--- src/design/sin_cos_two_pi_approx_macros.svh ---
// assertion macros used by the top-level design file
`ifndef SIN_COS_TWO_PI_APPROX_MACROS_SVH
`define SIN_COS_TWO_PI_APPROX_MACROS_SVH

// same-cycle implication, checked on clk, off during reset
`define SCTP_ASSERT_SAME(lbl, ante, cons) \
  lbl: assert property (@(posedge clk) disable iff (!rst_n) (ante) |-> (cons)) \
    else $error("sctp assertion failed");

// next-cycle implication, checked on clk, off during reset
`define SCTP_ASSERT_NEXT(lbl, ante, cons) \
  lbl: assert property (@(posedge clk) disable iff (!rst_n) (ante) |=> (cons)) \
    else $error("sctp assertion failed");

`endif

--- src/design/sctp_pkg.sv ---
package sctp_pkg;

  // fraction bits of x and of every chebyshev term
  localparam int WF = 30;
  localparam int ZW = 32;

  // coefficient products and their sum
  localparam int CW   = 34;
  localparam int PW   = CW + ZW;
  localparam int SUMW = PW + 2;

  typedef logic signed [ZW-1:0] fix_t;
  typedef logic signed [CW-1:0] coef_t;
  typedef logic signed [PW-1:0] prod_t;
  typedef logic [2:0] term_idx_t;

  localparam fix_t Z_ONE = fix_t'(1) <<< WF;

  // round(c * 2^32)
  localparam coef_t COEF1 = 34'sd4868981849;
  localparam coef_t COEF3 = -34'sd593013765;
  localparam coef_t COEF5 = 34'sd19287485;
  localparam coef_t COEF7 = -34'sd293305;

  localparam term_idx_t IDX_T1 = 3'd1;
  localparam term_idx_t IDX_T3 = 3'd3;
  localparam term_idx_t IDX_T5 = 3'd5;

  // recurrence state carried down the pipeline
  typedef struct packed {
    term_idx_t idx;
    fix_t      x;
    fix_t      z_prev;
    fix_t      z_cur;
    fix_t      z3;
    fix_t      z5;
  } cheb_t;

endpackage

--- src/design/sctp_recur.sv ---
module sctp_recur (
  input  logic            clk,
  input  logic            rst_n,
  input  logic            in_valid,
  output logic            in_ready,
  input  sctp_pkg::cheb_t in_data,
  output logic            out_valid,
  input  logic            out_ready,
  output sctp_pkg::cheb_t out_data
);
  import sctp_pkg::*;

  localparam logic signed [2*ZW-1:0] HALF = (2*ZW)'(1) <<< (WF - 2);

  logic signed [2*ZW-1:0] prod;
  logic signed [2*ZW-1:0] prod_sh;
  fix_t                   z_new;
  term_idx_t              idx_new;
  logic                   valid_r;
  cheb_t                  data_r;
  cheb_t                  data_nxt;

  // T(k+1) = round(2 x T(k)) - T(k-1), doubled product rounded to WF fraction bits
  always_comb begin
    prod    = in_data.x * in_data.z_cur;
    prod_sh = (prod + HALF) >>> (WF - 1);
    z_new   = prod_sh[ZW-1:0] - in_data.z_prev;
    idx_new = in_data.idx + term_idx_t'(1);
  end

  always_comb begin
    data_nxt        = in_data;
    data_nxt.idx    = idx_new;
    data_nxt.z_prev = in_data.z_cur;
    data_nxt.z_cur  = z_new;
    if (idx_new == IDX_T3) begin
      data_nxt.z3 = z_new;
    end
    if (idx_new == IDX_T5) begin
      data_nxt.z5 = z_new;
    end
  end

  assign in_ready = !valid_r || out_ready;

  always_ff @(posedge clk) begin
    if (!rst_n) begin
      valid_r <= 1'b0;
    end else if (in_ready) begin
      valid_r <= in_valid;
    end
  end

  always_ff @(posedge clk) begin
    if (in_valid && in_ready) begin
      data_r <= data_nxt;
    end
  end

  assign out_valid = valid_r;
  assign out_data  = data_r;

endmodule

--- config.mk ---
export PLATFORM = sky130hd
export DESIGN_NAME = sctp_recur
export DESIGN_NICKNAME = d
export VERILOG_FILES = /design/src/design/sin_cos_two_pi_approx_macros.svh /design/src/design/sctp_pkg.sv /design/src/design/sctp_recur.sv
export SDC_FILE = /design/constraint.sdc
export NUM_CORES = 2
export LEC_CHECK = 0
export ABC_CLOCK_PERIOD_IN_PS = 19200
export CORE_MARGIN = 2
export CORE_UTILIZATION = 46
export CTS_CLUSTER_SIZE = 8
export DETAILED_ROUTE_END_ITERATION = 7
export DONT_BUFFER_PORTS = 1
export MAX_ROUTING_LAYER = met4
export PLACE_DENSITY_LB_ADDON = 0.3
export REMOVE_ABC_BUFFERS = 1
export SLEW_MARGIN = 20
export SYNTH_ARGS = -nofsm -noshare
export SYNTH_HDL_FRONTEND = slang
export SYNTH_SLANG_ARGS = --single-unit
--- constraint.sdc ---
create_clock -name clk -period 19.2 [get_ports clk]
set_input_delay 1.92 -clock clk [delete_from_list [all_inputs] [get_ports clk]]
set_output_delay 1.92 -clock clk [all_outputs]
set_load 0.005 [all_outputs]
==> summary.md <==
| Metric | Value |
|---|---|
| Status | `completed` |
| Num CTS Buffers | `17` |
| CTS clk-pin slew, worst paths | `70 ps` |
| Post-DRT Antenna Nets | `0` |
| Required @ worst endpoint | `19,410 ps` |
| I/O Pins | `332` |
| RR Endpoint | `out_data[114]` |
| Final Slew Violations | `0` |
| Worst endpoint data arrival time | `11,540 ps` |
| Core area | `0.0903 mm^2` |
| Worst path slowest cell | `fa_1` |
| Hold WC Path Type | `register to register` |
| Area Overhead vs Synth | `3.24%` |
| Mapped Avg Cell Area | `10.1 um^2` |
| Full die area | `0.0938 mm^2` |
| Crit path max-delay family | `adder cells` |
| Skew-Pair Late Insertion Delay | `470 ps` |
| Fraction of final layout cells sized beyond drive strength 1 | `2.12%` |
| Initial Utilization | `46.5%` |
| GRT overflow | `0` |
| Post-CTS sizing | `0` |
| Clock Path Buffers | `2` |
| Post-synth EDFFs | `163` |
| Placed Instances | `5,146` |
| Min-delay src | `out_valid` |
| Root Buffer | `clkbuf_16` |
| Chip height | `306 um` |
| Via/cell ratio | `5.31` |
| Buf+Inv Stages, Crit Path | `1` |
| RSZ-0062 raised after global routing | `false` |
| CP startpoint kind | `primary input` |
| Max-cap violations | `0` |
| CTS tree | `yes` |
| Antenna violations before repair | `1` |
| First-iteration detailed-routing DRC count | `1,537` |
| Most frequent cell on the critical path | `fa_1` |
| Setup bufs post-CTS | `0` |
| Hold depth | `2` |
| Peak Freq | `0.0883 GHz` |
| Global-route wire length before repair | `175,000 um` |
| Clock sinks | `164` |
| Max_slew headroom | `36.1%` |
| CP max FO | `31` |
| H-Tree Depth | `4` |
| Crit. End Element | `register` |
| Via count | `27,500` |
| Setup_tns | `0 ps` |
| Rows | `110` |
| Post-synth top flop | `edfxtp_1` |
| Final worst path period need | `11,330 ps` |
| Post-Layout Cell Count | `5,181` |
| HPWL Detailed | `85,600 um` |
| Vias in the first global route | `30,700` |
| Die width | `306 um` |
| Mapped Cells | `4,174` |
| Post-synthesis sequential area ratio | `11.7%` |
| Final setup vio count | `0` |
| Drt pass-1 iters | `5` |
| Mapped Area | `0.0420 mm^2` |
| Worst Hold Endpoint | `out_valid` |
| Period Utilization, post-route | `59.0%` |
| Reg2Reg Launch Point | `out_valid` |
| WL/cell | `20.9 um` |
| Cts hold-fix bufs | `0` |
| FF-to-FF setup slack | `16,320 ps` |
| Setup CP Type | `primary input to register` |
| Post-Route Skew | `12.7 ps` |
| Worst-margin pin slew | `958 ps` |
| Final nets | `5,417` |
| Routability cong. | `0.915` |
| Port Buf Inserts | `0` |
| Asr flop ratio synth | `0%` |
| # DRC | `0` |
| CP max stage delay | `920 ps` |
| Yosys reg bits | `164` |
| GRT Total Usage | `25.0%` |
| Synth warn | `0` |
| Largest net degree at the start of global routing | `82` |
| Cells on worst reg2reg path | `5` |
| Wirelength, routed | `108,000 um` |
| Distinct cells, synth | `70` |
| Final Hold Fails | `0` |
worst max-delay path by stage:
| stage | start | depth (start not counted) | slack (ps) | end |
|---|---|---|---|---|
| after floorplan | in_data[66] | 30 | 8770 | out_data[29] |
| after global placement | in_data[75] | 31 | 7770 | out_data[29] |
| after detailed placement | in_data[159] | 30 | 7670 | out_data[29] |
| after CTS | in_data[159] | 30 | 8110 | out_data[29] |
| after global routing | in_data[159] | 30 | 7530 | out_data[29] |
| final | in_data[159] | 30 | 7870 | out_data[29] |
synthesized netlist by cell type, types with 3 or more instances:
library cell | count | area share (%)
fa_1 | 1051 | 50
inv_1 | 970 | 8.7
and2_1 | 565 | 8.4
nand2_1 | 498 | 4.4
ha_1 | 209 | 6.2
clkbuf_1 | 202 | 1.8
edfxtp_1 | 163 | 12
a21oi_1 | 68 | 0.81
xnor2_1 | 56 | 1.2
nor2_1 | 39 | 0.35
a21o_1 | 37 | 0.66
o21ai_0 | 35 | 0.42
mux2_2 | 31 | 0.83
nor2b_1 | 26 | 0.39
xor2_1 | 26 | 0.54
nand2b_1 | 19 | 0.28
nand4_1 | 18 | 0.27
mux2_1 | 14 | 0.38
o21ai_1 | 14 | 0.17
o21bai_1 | 14 | 0.25
o21a_1 | 11 | 0.20
nand3_1 | 9 | 0.11
o211ai_1 | 8 | 0.14
and3_1 | 7 | 0.10
nor3_1 | 7 | 0.083
a211oi_1 | 5 | 0.089
o31ai_1 | 5 | 0.089
a21oi_2 | 4 | 0.083
a31oi_1 | 4 | 0.060
buf_1 | 4 | 0.036
a211o_1 | 3 | 0.063
o22ai_1 | 3 | 0.045
or3_1 | 3 | 0.045
cells by family after synthesis:
logic type	after synthesis	share of synthesized area, %
adders and majority gates	1260	56.3
and+or+nand+nor	1205	14.8
buffers and inverters	1179	10.6
AOI/OAI and AO/OA	238	3.73
DFF	164	11.7
xor gates and xnor gates	82	1.71
muxes	46	1.23
worst min-delay path, cell delays in order, from the launching register on:
cell	delay [ps]
dfxtp_1	330
nand2b_1	140
a21boi_0	100
state kept, by name, indices dropped and copies added (netlist names):
signal / flops
out_data: 163
out_valid: 1
stage by stage:
stage          util (%)  setup slack (ps)  hold WS (ps)  instance area, um^2
6_report           48.0              7870           619                43400
5_1_grt            48.0              7530           666                43400
4_1_cts            48.0              8110           618                43400
3_5_place_dp       47.3              7670           608                42700
3_3_place_gp       47.3              7770           601                42700
2_1_floorplan         -              8770           537                41200
cell usage in the layout, fill, tap and decap left out, types with 31 or more instances in the layout:
master / Yosys / final
nand2_1: 498 / 498
inv_1: 970 / 970
and2_1: 565 / 564
xnor2_1: 56 / 56
nor2_1: 39 / 39
a21o_1: 37 / 37
o21ai_0: 35 / 35
fa_1: 1051 / 1051
mux2_2: 31 / 31
a21oi_1: 68 / 68
edfxtp_1: 163 / 163
ha_1: 209 / 209
cell type report:
cell class	count	area, um^2
Antenna cell	2	5.00
Clock buffer	19	433
Clock inverter	13	186
Fill cell	8287	46900
Inverter	970	3640
Multi-Input combinational cell	2831	32700
Sequential cell	164	4910
Tap cell	1176	1470
Timing Repair Buffer	6	57.6
per-layer routing:
layer,global-route usage [%],wire length [um],up-vias
li1,-,-,11800
met1,30.0,41800,14800
met2,44.8,58900,757
met3,2.65,4770,158
met4,6.55,2890,0
met5,-,0,-
Power is left out: the tool's default activity adds up to more than one toggle a clock period on the data nets, which glitch-free logic cannot reach.
