**src/design/sin_cos_two_pi_approx_macros.svh**
```systemverilog
// assertion macros used by the top-level design file
`ifndef SIN_COS_TWO_PI_APPROX_MACROS_SVH
`define SIN_COS_TWO_PI_APPROX_MACROS_SVH

// same-cycle implication, checked on clk, off during reset
`define SCTP_ASSERT_SAME(lbl, ante, cons) \
  lbl: assert property (@(posedge clk) disable iff (!rst_n) (ante) |-> (cons)) \
    else $error("sctp assertion failed");

// next-cycle implication, checked on clk, off during reset
`define SCTP_ASSERT_NEXT(lbl, ante, cons) \
  lbl: assert property (@(posedge clk) disable iff (!rst_n) (ante) |=> (cons)) \
    else $error("sctp assertion failed");

`endif

```
**src/design/sctp_pkg.sv**
```systemverilog
package sctp_pkg;

  // fraction bits of x and of every chebyshev term
  localparam int WF = 30;
  localparam int ZW = 32;

  // coefficient products and their sum
  localparam int CW   = 34;
  localparam int PW   = CW + ZW;
  localparam int SUMW = PW + 2;

  typedef logic signed [ZW-1:0] fix_t;
  typedef logic signed [CW-1:0] coef_t;
  typedef logic signed [PW-1:0] prod_t;
  typedef logic [2:0] term_idx_t;

  localparam fix_t Z_ONE = fix_t'(1) <<< WF;

  // round(c * 2^32)
  localparam coef_t COEF1 = 34'sd4868981849;
  localparam coef_t COEF3 = -34'sd593013765;
  localparam coef_t COEF5 = 34'sd19287485;
  localparam coef_t COEF7 = -34'sd293305;

  localparam term_idx_t IDX_T1 = 3'd1;
  localparam term_idx_t IDX_T3 = 3'd3;
  localparam term_idx_t IDX_T5 = 3'd5;

  // recurrence state carried down the pipeline
  typedef struct packed {
    term_idx_t idx;
    fix_t      x;
    fix_t      z_prev;
    fix_t      z_cur;
    fix_t      z3;
    fix_t      z5;
  } cheb_t;

endpackage

```
**src/design/sctp_fold.sv**
```systemverilog
module sctp_fold #(
  parameter int PHASE_BITS = 32
) (
  input  logic                  clk,
  input  logic                  rst_n,
  input  logic                  in_valid,
  output logic                  in_ready,
  input  logic                  in_cmd,
  input  logic [PHASE_BITS-1:0] in_phase,
  output logic                  out_valid,
  input  logic                  out_ready,
  output sctp_pkg::cheb_t       out_data
);
  import sctp_pkg::*;

  localparam int YW = PHASE_BITS + 2;
  localparam int EW = PHASE_BITS + 34;
  localparam int SHR = (PHASE_BITS > 32) ? PHASE_BITS - 32 : 0;
  localparam int SHL = (PHASE_BITS < 32) ? 32 - PHASE_BITS : 0;
  localparam int RND_POS = (SHR > 0) ? SHR - 1 : 0;

  localparam logic [YW-1:0] Q1 = YW'(1) << (PHASE_BITS - 2);
  localparam logic [YW-1:0] Q2 = Q1 << 1;
  localparam logic [YW-1:0] Q3 = Q1 + Q2;
  localparam logic [YW-1:0] Q4 = Q1 << 2;
  localparam logic signed [EW-1:0] RND = EW'(SHR > 0) << RND_POS;

  logic [YW-1:0]        a_x;
  logic signed [YW-1:0] y;
  logic signed [EW-1:0] y_ext;
  logic signed [EW-1:0] y_rnd;
  logic signed [EW-1:0] x_ext;
  logic                 valid_r;
  cheb_t                data_r;
  cheb_t                data_nxt;

  assign a_x = {2'b00, in_phase};

  always_comb begin
    if (!in_cmd) begin
      if (a_x >= Q3) begin
        y = $signed(a_x - Q4);
      end else if (a_x >= Q1) begin
        y = $signed(Q2 - a_x);
      end else begin
        y = $signed(a_x);
      end
    end else begin
      if (a_x >= Q2) begin
        y = $signed(a_x - Q3);
      end else begin
        y = $signed(Q1 - a_x);
      end
    end
  end

  // bring y to WF fraction bits, rounding half up on a right shift
  always_comb begin
    y_ext = {{(EW-YW){y[YW-1]}}, y};
    y_rnd = y_ext + RND;
    x_ext = (y_rnd >>> SHR) <<< SHL;
  end

  always_comb begin
    data_nxt.idx    = IDX_T1;
    data_nxt.x      = x_ext[ZW-1:0];
    data_nxt.z_prev = Z_ONE;
    data_nxt.z_cur  = x_ext[ZW-1:0];
    data_nxt.z3     = '0;
    data_nxt.z5     = '0;
  end

  assign in_ready = !valid_r || out_ready;

  always_ff @(posedge clk) begin
    if (!rst_n) begin
      valid_r <= 1'b0;
    end else if (in_ready) begin
      valid_r <= in_valid;
    end
  end

  always_ff @(posedge clk) begin
    if (in_valid && in_ready) begin
      data_r <= data_nxt;
    end
  end

  assign out_valid = valid_r;
  assign out_data  = data_r;

endmodule

```
**config.mk**
```make
export PLATFORM = sky130hd
export DESIGN_NAME = sctp_fold
export DESIGN_NICKNAME = d
export VERILOG_FILES = /design/src/design/sin_cos_two_pi_approx_macros.svh /design/src/design/sctp_pkg.sv /design/src/design/sctp_fold.sv
export SDC_FILE = /design/constraint.sdc
export NUM_CORES = 1
export LEC_CHECK = 0
export ABC_CLOCK_PERIOD_IN_PS = 3400
export BUFFER_PORTS_ARGS = -buffer_cell sky130_fd_sc_hd__buf_4
export CORE_MARGIN = 8
export CORE_UTILIZATION = 30
export CTS_CLUSTER_DIAMETER = 40
export DETAILED_ROUTE_END_ITERATION = 12
export PLACE_DENSITY_LB_ADDON = 0.25
export SYNTH_ARGS = -nofsm -noshare
export SYNTH_HDL_FRONTEND = slang
export SYNTH_SLANG_ARGS = --single-unit
export TNS_END_PERCENT = 50
```
**constraint.sdc**
```tcl
create_clock -name clk -period 3.4 [get_ports clk]
set_clock_uncertainty 0.2 [all_clocks]
set_input_delay 0.17 -clock clk [delete_from_list [all_inputs] [get_ports clk]]
set_output_delay 0.17 -clock clk [all_outputs]
set_load 0.01 [all_outputs]
```
==> metrics, run 1 <==
Total GRT Usage roughly a tenth; Synth Area in Compound Gates 10.2%; register bit count reported by yosys 33; Die X-Extent 116 um; # IOs 202; max-cap viol count 0; WP data required around 3200 ps; YS warnings 0; register area share after synthesis 32.4%; XOR/XNOR Fraction of Synth Area under 10%; delay-heaviest family, CP simple AND/OR/NAND/NOR gates; initial antenna violation count 0; largest family of logic cells by synthesized area buffers and inverters; die span in y 116 um; fraction of registers with async set or reset after synthesis 0%; Clk pin slew, worst setup/hold paths 60 ps; post-synthesis mux area share 0%; Slowest Stage Delay on Critical Path ~600 ps; fill cell total of the finished layout 979; Post-synth EDFFs 32; # resized after CTS 0; Worst-Margin Slew roughly 800 ps; drt wl/cell 14.2 um; drt drc 0; Root Buffer clkbuf_8; DRT Pass-1 Iters 4; Tightest Hold Check Type in -> reg; multi-input logic area between 1000 and 1500 um2; Mapped Cells 308; Initial DRC Count 78; register area a little under 1000 um2; endpoints failing hold 0; endpoints failing setup 0; Post-layout nets 439; Slew Limit Headroom 46.2%; design area 3630 um2; Post-DP Area ~3300 um2; vias in the first global route 2246; Highest Clock Rate 309 MHz; Core Util, Final about 37%; # rows 36; Clk Latency, worst-skew pair roughly 280 ps; Crit. End Element register; clock buffer depth 2; Mean Syn Cell Area 9.83 um2; Post-Syn Area 3030 um2; dpl hpwl 6.22 mm; Slew Limit Fails 0; status finished, final reports clean; Final min period 3230 ps; via/cell ratio 4.04; nature of the critical path startpoint input port; GPL Wtd Cong approximately 0.8; Critical path buffers and inverters 4; Worst VDD drop 130 uV; Starting Density about 31%; Port Buffers 102; Diodes inserted 0; RSZ-0062 raised after global routing false; CP cell instances dlygate4sd3_1 > buf_4 > inv_1 > ha_1 > or3b_2 > or4b_4 > o32ai_4 > buf_12 > o22ai_1 > xnor2_1; post-synthesis adder-cell area fraction 2.07%; DRT antenna net count 0; TritonCTS clock tree yes; prevailing post-synth register cell edfxtp_1; TritonCTS buffer count 5; leakage approximately 1.6 nW; Tcrit/Tclk final 95.1%; critical path class in -> reg; crit path max fanout 28; Synth cell types 40; global-route wire length before repair 11.0 mm; crit path DAT ~3100 ps; hold slack final 4.65 ps; H-tree depth 2; Vias 2145; Synth Area in Simple Gates a little under an eighth; largest net degree at the start of global routing 33; PD cells approximately 350 nW/um2; Core Footprint 9770 um2; Area Growth Syn to Fin 20.0%; clk sinks 33; routed wire length between 7 and 8 mm; Setup TNS 0 ps; GRT overflow 0; Worst path slowest cell or4b_4; share of cells above drive strength 1 about a third; die area 13600 um2; commonest non-fill, non-tap cell in the layout buf_4; most frequent cells in the layout buf_4, conb_1, edfxtp_1
-- registers in the layout, summed over array words and instances, names as in the netlist --
| register | flops |
|---|---|
| out_valid | 1 |
| out_data | 32 |
-- cells in the mapped netlist (all sizes together), types with 2 or more instances --
library cell / n / area share [%]
o22ai: 12 / 2.7
clkbuf: 4 / 0.50
inv: 5 / 0.62
nand4: 3 / 0.62
xnor2: 29 / 8.6
conb: 2 / 0.25
o21ai: 10 / 2.8
nand3: 3 / 0.50
nor2: 6 / 0.74
nor4b: 2 / 0.58
buf: 136 / 34
nor4: 2 / 0.41
nor3: 5 / 0.83
ha: 5 / 2.1
o32ai: 8 / 2.9
nand2: 7 / 0.87
or3: 4 / 0.83
or4: 10 / 2.5
nand2b: 4 / 0.83
or2: 6 / 1.2
edfxtp: 32 / 32
-- what timing repair did --
action                    CTS  global route
hold endpoints to repair   17             0
hold buffers               18             0
buffers inserted            0             0
-- metal layers --
layer | wire (um) | track usage, % | up-vias
li1 | - | - | 1026
met1 | 3160 | 12.6 | 979
met2 | 3490 | 16.5 | 135
met3 | 827 | 3.31 | 5
met4 | 63 | 2.85 | 0
met5 | 0 | 0 | -
-- worst reg2reg max path, cell delays in order, from the launching register on --
cell	delay (ps)
dfxtp_1	310
nand2b_1	100
and2_1	140
buf_4	370
-- cell type report --
class | instances | share of cell area [%]
sequential | 33 | 27.0
clock inverter | 2 | 0.930
multi-input combinational | 227 | 37.5
inverter | 5 | 0.517
tap | 133 | 4.58
clock buffer | 6 | 2.00
timing repair buffer | 125 | 27.4
-- kinds of logic after synthesis --
group | after synthesis
AO/OA/AOI/OAI | 37
XOR/XNOR | 29
adder cells (fa/ha/maj) | 5
buffers and inverters | 145
flip-flops | 33
other | 2
AND/OR/NAND/NOR | 57
-- metrics by stage --
stage | total power (W) | setup slack (ps) | std cells
finish | 0.00129 | 167 | 531
detailed placement | 0.000913 | 421 | 505
global placement | 0.000911 | 452 | 505
floorplan | 0.000858 | 708 | 405
global route | 0.00136 | 32.8 | 531
CTS | 0.00130 | 159 | 531
-- power breakdown --
part | switching (W) | internal, W | leakage, nW | total, W
Clock | 0.000147 | 0.000216 | 0.0528 | 0.000364
Sequential | 0.0000203 | 0.000500 | 0.318 | 0.000521
Combinational | 0.000212 | 0.000190 | 1.18 | 0.000402
-- worst paths after layout --
kind              slack, ps         start  depth (start not counted)           end
setup / recovery        170   in_phase[0]                         10  out_data[87]
hold / removal            5  in_phase[26]                          2  out_data[90]
setup reg to reg       1920     out_valid                          3  out_data[89]
hold reg to reg         850     out_valid                          3  out_data[76]
Note: power is estimated with default switching activity, not from simulation.
==> run 2, diff against run 1 <==
- BUFFER_PORTS_ARGS: -buffer_cell sky130_fd_sc_hd__buf_4 -> unset
- DONT_BUFFER_PORTS: unset -> 1
==> run 2 against run 1 <==
Sequential power up 8.6%. Non-clock buffer count down 82. Core utilization down 6.1 points. First-iteration DRC count up 56%. Setup slack better by 110 ps. Power down 16%. Design area down 16%. Fmax up 3.7%. Hold slack worse by 3.0 ps. Wire length up 0.74%. Combinational power down 42%. Clock power down 24%. Critical endpoint is now out_data[67]. Largest cell class unchanged. Highest routed layer unchanged.
==> metrics, run 2 (synthesis results as in run 1) <==
most frequent cells in the layout conb_1, dlygate4sd3_1, edfxtp_1; PD cells around 350 nW/um2; initial antenna violation count 0; Highest Clock Rate around 320 MHz; status finished, final reports clean; Pint between 0.0007 and 0.0008 W; largest net degree at the start of global routing 33; clock buffer depth 2; share of cells above drive strength 1 9.52%; crit path max fanout 30; drt wl/cell between 15 and 20 um; critical path class in -> reg; sw power 0.000338 W; Slew Limit Fails 0; clk sinks 33; FF-to-FF path depth 3; worst r2r dst out_data[92]; hold path endpoint out_data[86]; Worst VDD drop approximately 150 uV; Total GRT Usage 10.4%; Final min period 3120 ps; reg2reg setup slack 1800 ps; fill cell total of the finished layout ~1000; Clk network pwr share between 20% and 30%; TritonCTS clock tree yes; DRT antenna net count 0; via/cell ratio 4.14; die area 13600 um2; GRT overflow 0; max reg flops 32; die span in y approximately 120 um; H-tree depth 2; vias in the first global route 2030; Worst-Margin Slew 998 ps; Tcrit/Tclk final 91.7%; global-route wire length before repair 10.8 mm; drt drc 0; # IOs 202; Comb pwr share 21.7%; commonest non-fill, non-tap cell in the layout conb_1; Port Buffers 0; Starting Density a little under a third; Setup TNS 0 ps; DRT Pass-1 Iters 4; GPL Wtd Cong 0.765; WP data required 3230 ps; postcts setup bufs 0; Area Growth Syn to Fin 0.413%; # rows 36; Sequential Power Share 52.5%; RSZ-0062 raised after global routing false; multi-input logic area 1360 um2; CTS Hold Buffers Added 39; Clk Latency, worst-skew pair about 280 ps; Switching Fraction 31.3%; Root Buffer clkbuf_8; dpl hpwl 5.63 mm; routed wire length between 7 and 8 mm; hold_sp in_phase[21]; Core Util, Final 31.1%; Crit. End Element register; worst r2r src out_valid; hold depth 2; Clk pin slew, worst setup/hold paths 70 ps; nature of the critical path startpoint input port; # resized after CTS 0; register area ~980 um2; Initial DRC Count 122; leakage 1.13 nW; Vias between 1500 and 2000; Die X-Extent 116 um; endpoints failing hold 0; Post-layout nets 357; Tightest Hold Check Type in -> reg; Diodes inserted 0; Core Footprint 9770 um2; crit path DAT 2950 ps; TritonCTS buffer count 5; endpoints failing setup 0; Slew Limit Headroom 33.5%; max-cap viol count 0
==> run 2: critical path, cell delays in order <==
cell and delay [ps]:
inv_1 50, ha_1 170, or3b_2 510, or4b_4 610
o32ai_4 330, buf_12 240, o32ai_1 130, xnor2_1 180
dlygate4sd3_1 560
==> run 2: power by group through the flow <==
stage | Combinational, W | Clock, W | Sequential (W)
after global routing | 0.000259 | 0.000305 | 0.000577
after CTS | 0.000229 | 0.000287 | 0.000569
final | 0.000234 | 0.000278 | 0.000566
after detailed placement | 0.000180 | 0 | 0.000578
after global placement | 0.000178 | 0 | 0.000578
after floorplan | 0.000313 | 0 | 0.000546
==> run 2: metal layers <==
layer  wire [um]  global-route usage [%]  up-vias  part of all wire (%)
li1            -                       -      858                     -
met1        3310                    13.3      857                    44
met2        3420                    15.8      136                    45
met3         791                    3.93        5                    10
met4          80                    3.46        0                   1.1
met5           0                       0        -                     0
==> run 2: how the worst max path moves through the flow <==
stage | from | to | slack (ps) | cells after the start
finish | in_phase[1] | out_data[67] | 280 | 9
global route | in_phase[1] | out_data[67] | 180 | 9
CTS | in_phase[1] | out_data[80] | 300 | 9
detailed placement | in_phase[1] | out_data[88] | 510 | 8
global placement | in_phase[1] | out_data[70] | 540 | 8
floorplan | in_phase[1] | out_data[82] | 710 | 8
==> run 2: through the flow <==
stage,setup WS [ps],hold slack [ps],area [um2],instances,total power (W)
2_1_floorplan,708,68.9,3390,405,0.000858
3_3_place_gp,543,69.3,2570,402,0.000756
3_5_place_dp,510,69.4,2570,402,0.000758
4_1_cts,299,1.31,3040,448,0.00109
5_1_grt,177,10.1,3040,448,0.00114
6_report,281,1.68,3040,448,0.00108
==> run 2: layout make-up <==
cell class | count | area share (%)
inverter | 5 | 0.618
multi-input combinational | 227 | 44.9
tap | 133 | 5.48
sequential | 33 | 32.3
clock buffer | 6 | 2.39
timing repair buffer | 43 | 14.2
clock inverter | 1 | 0.124
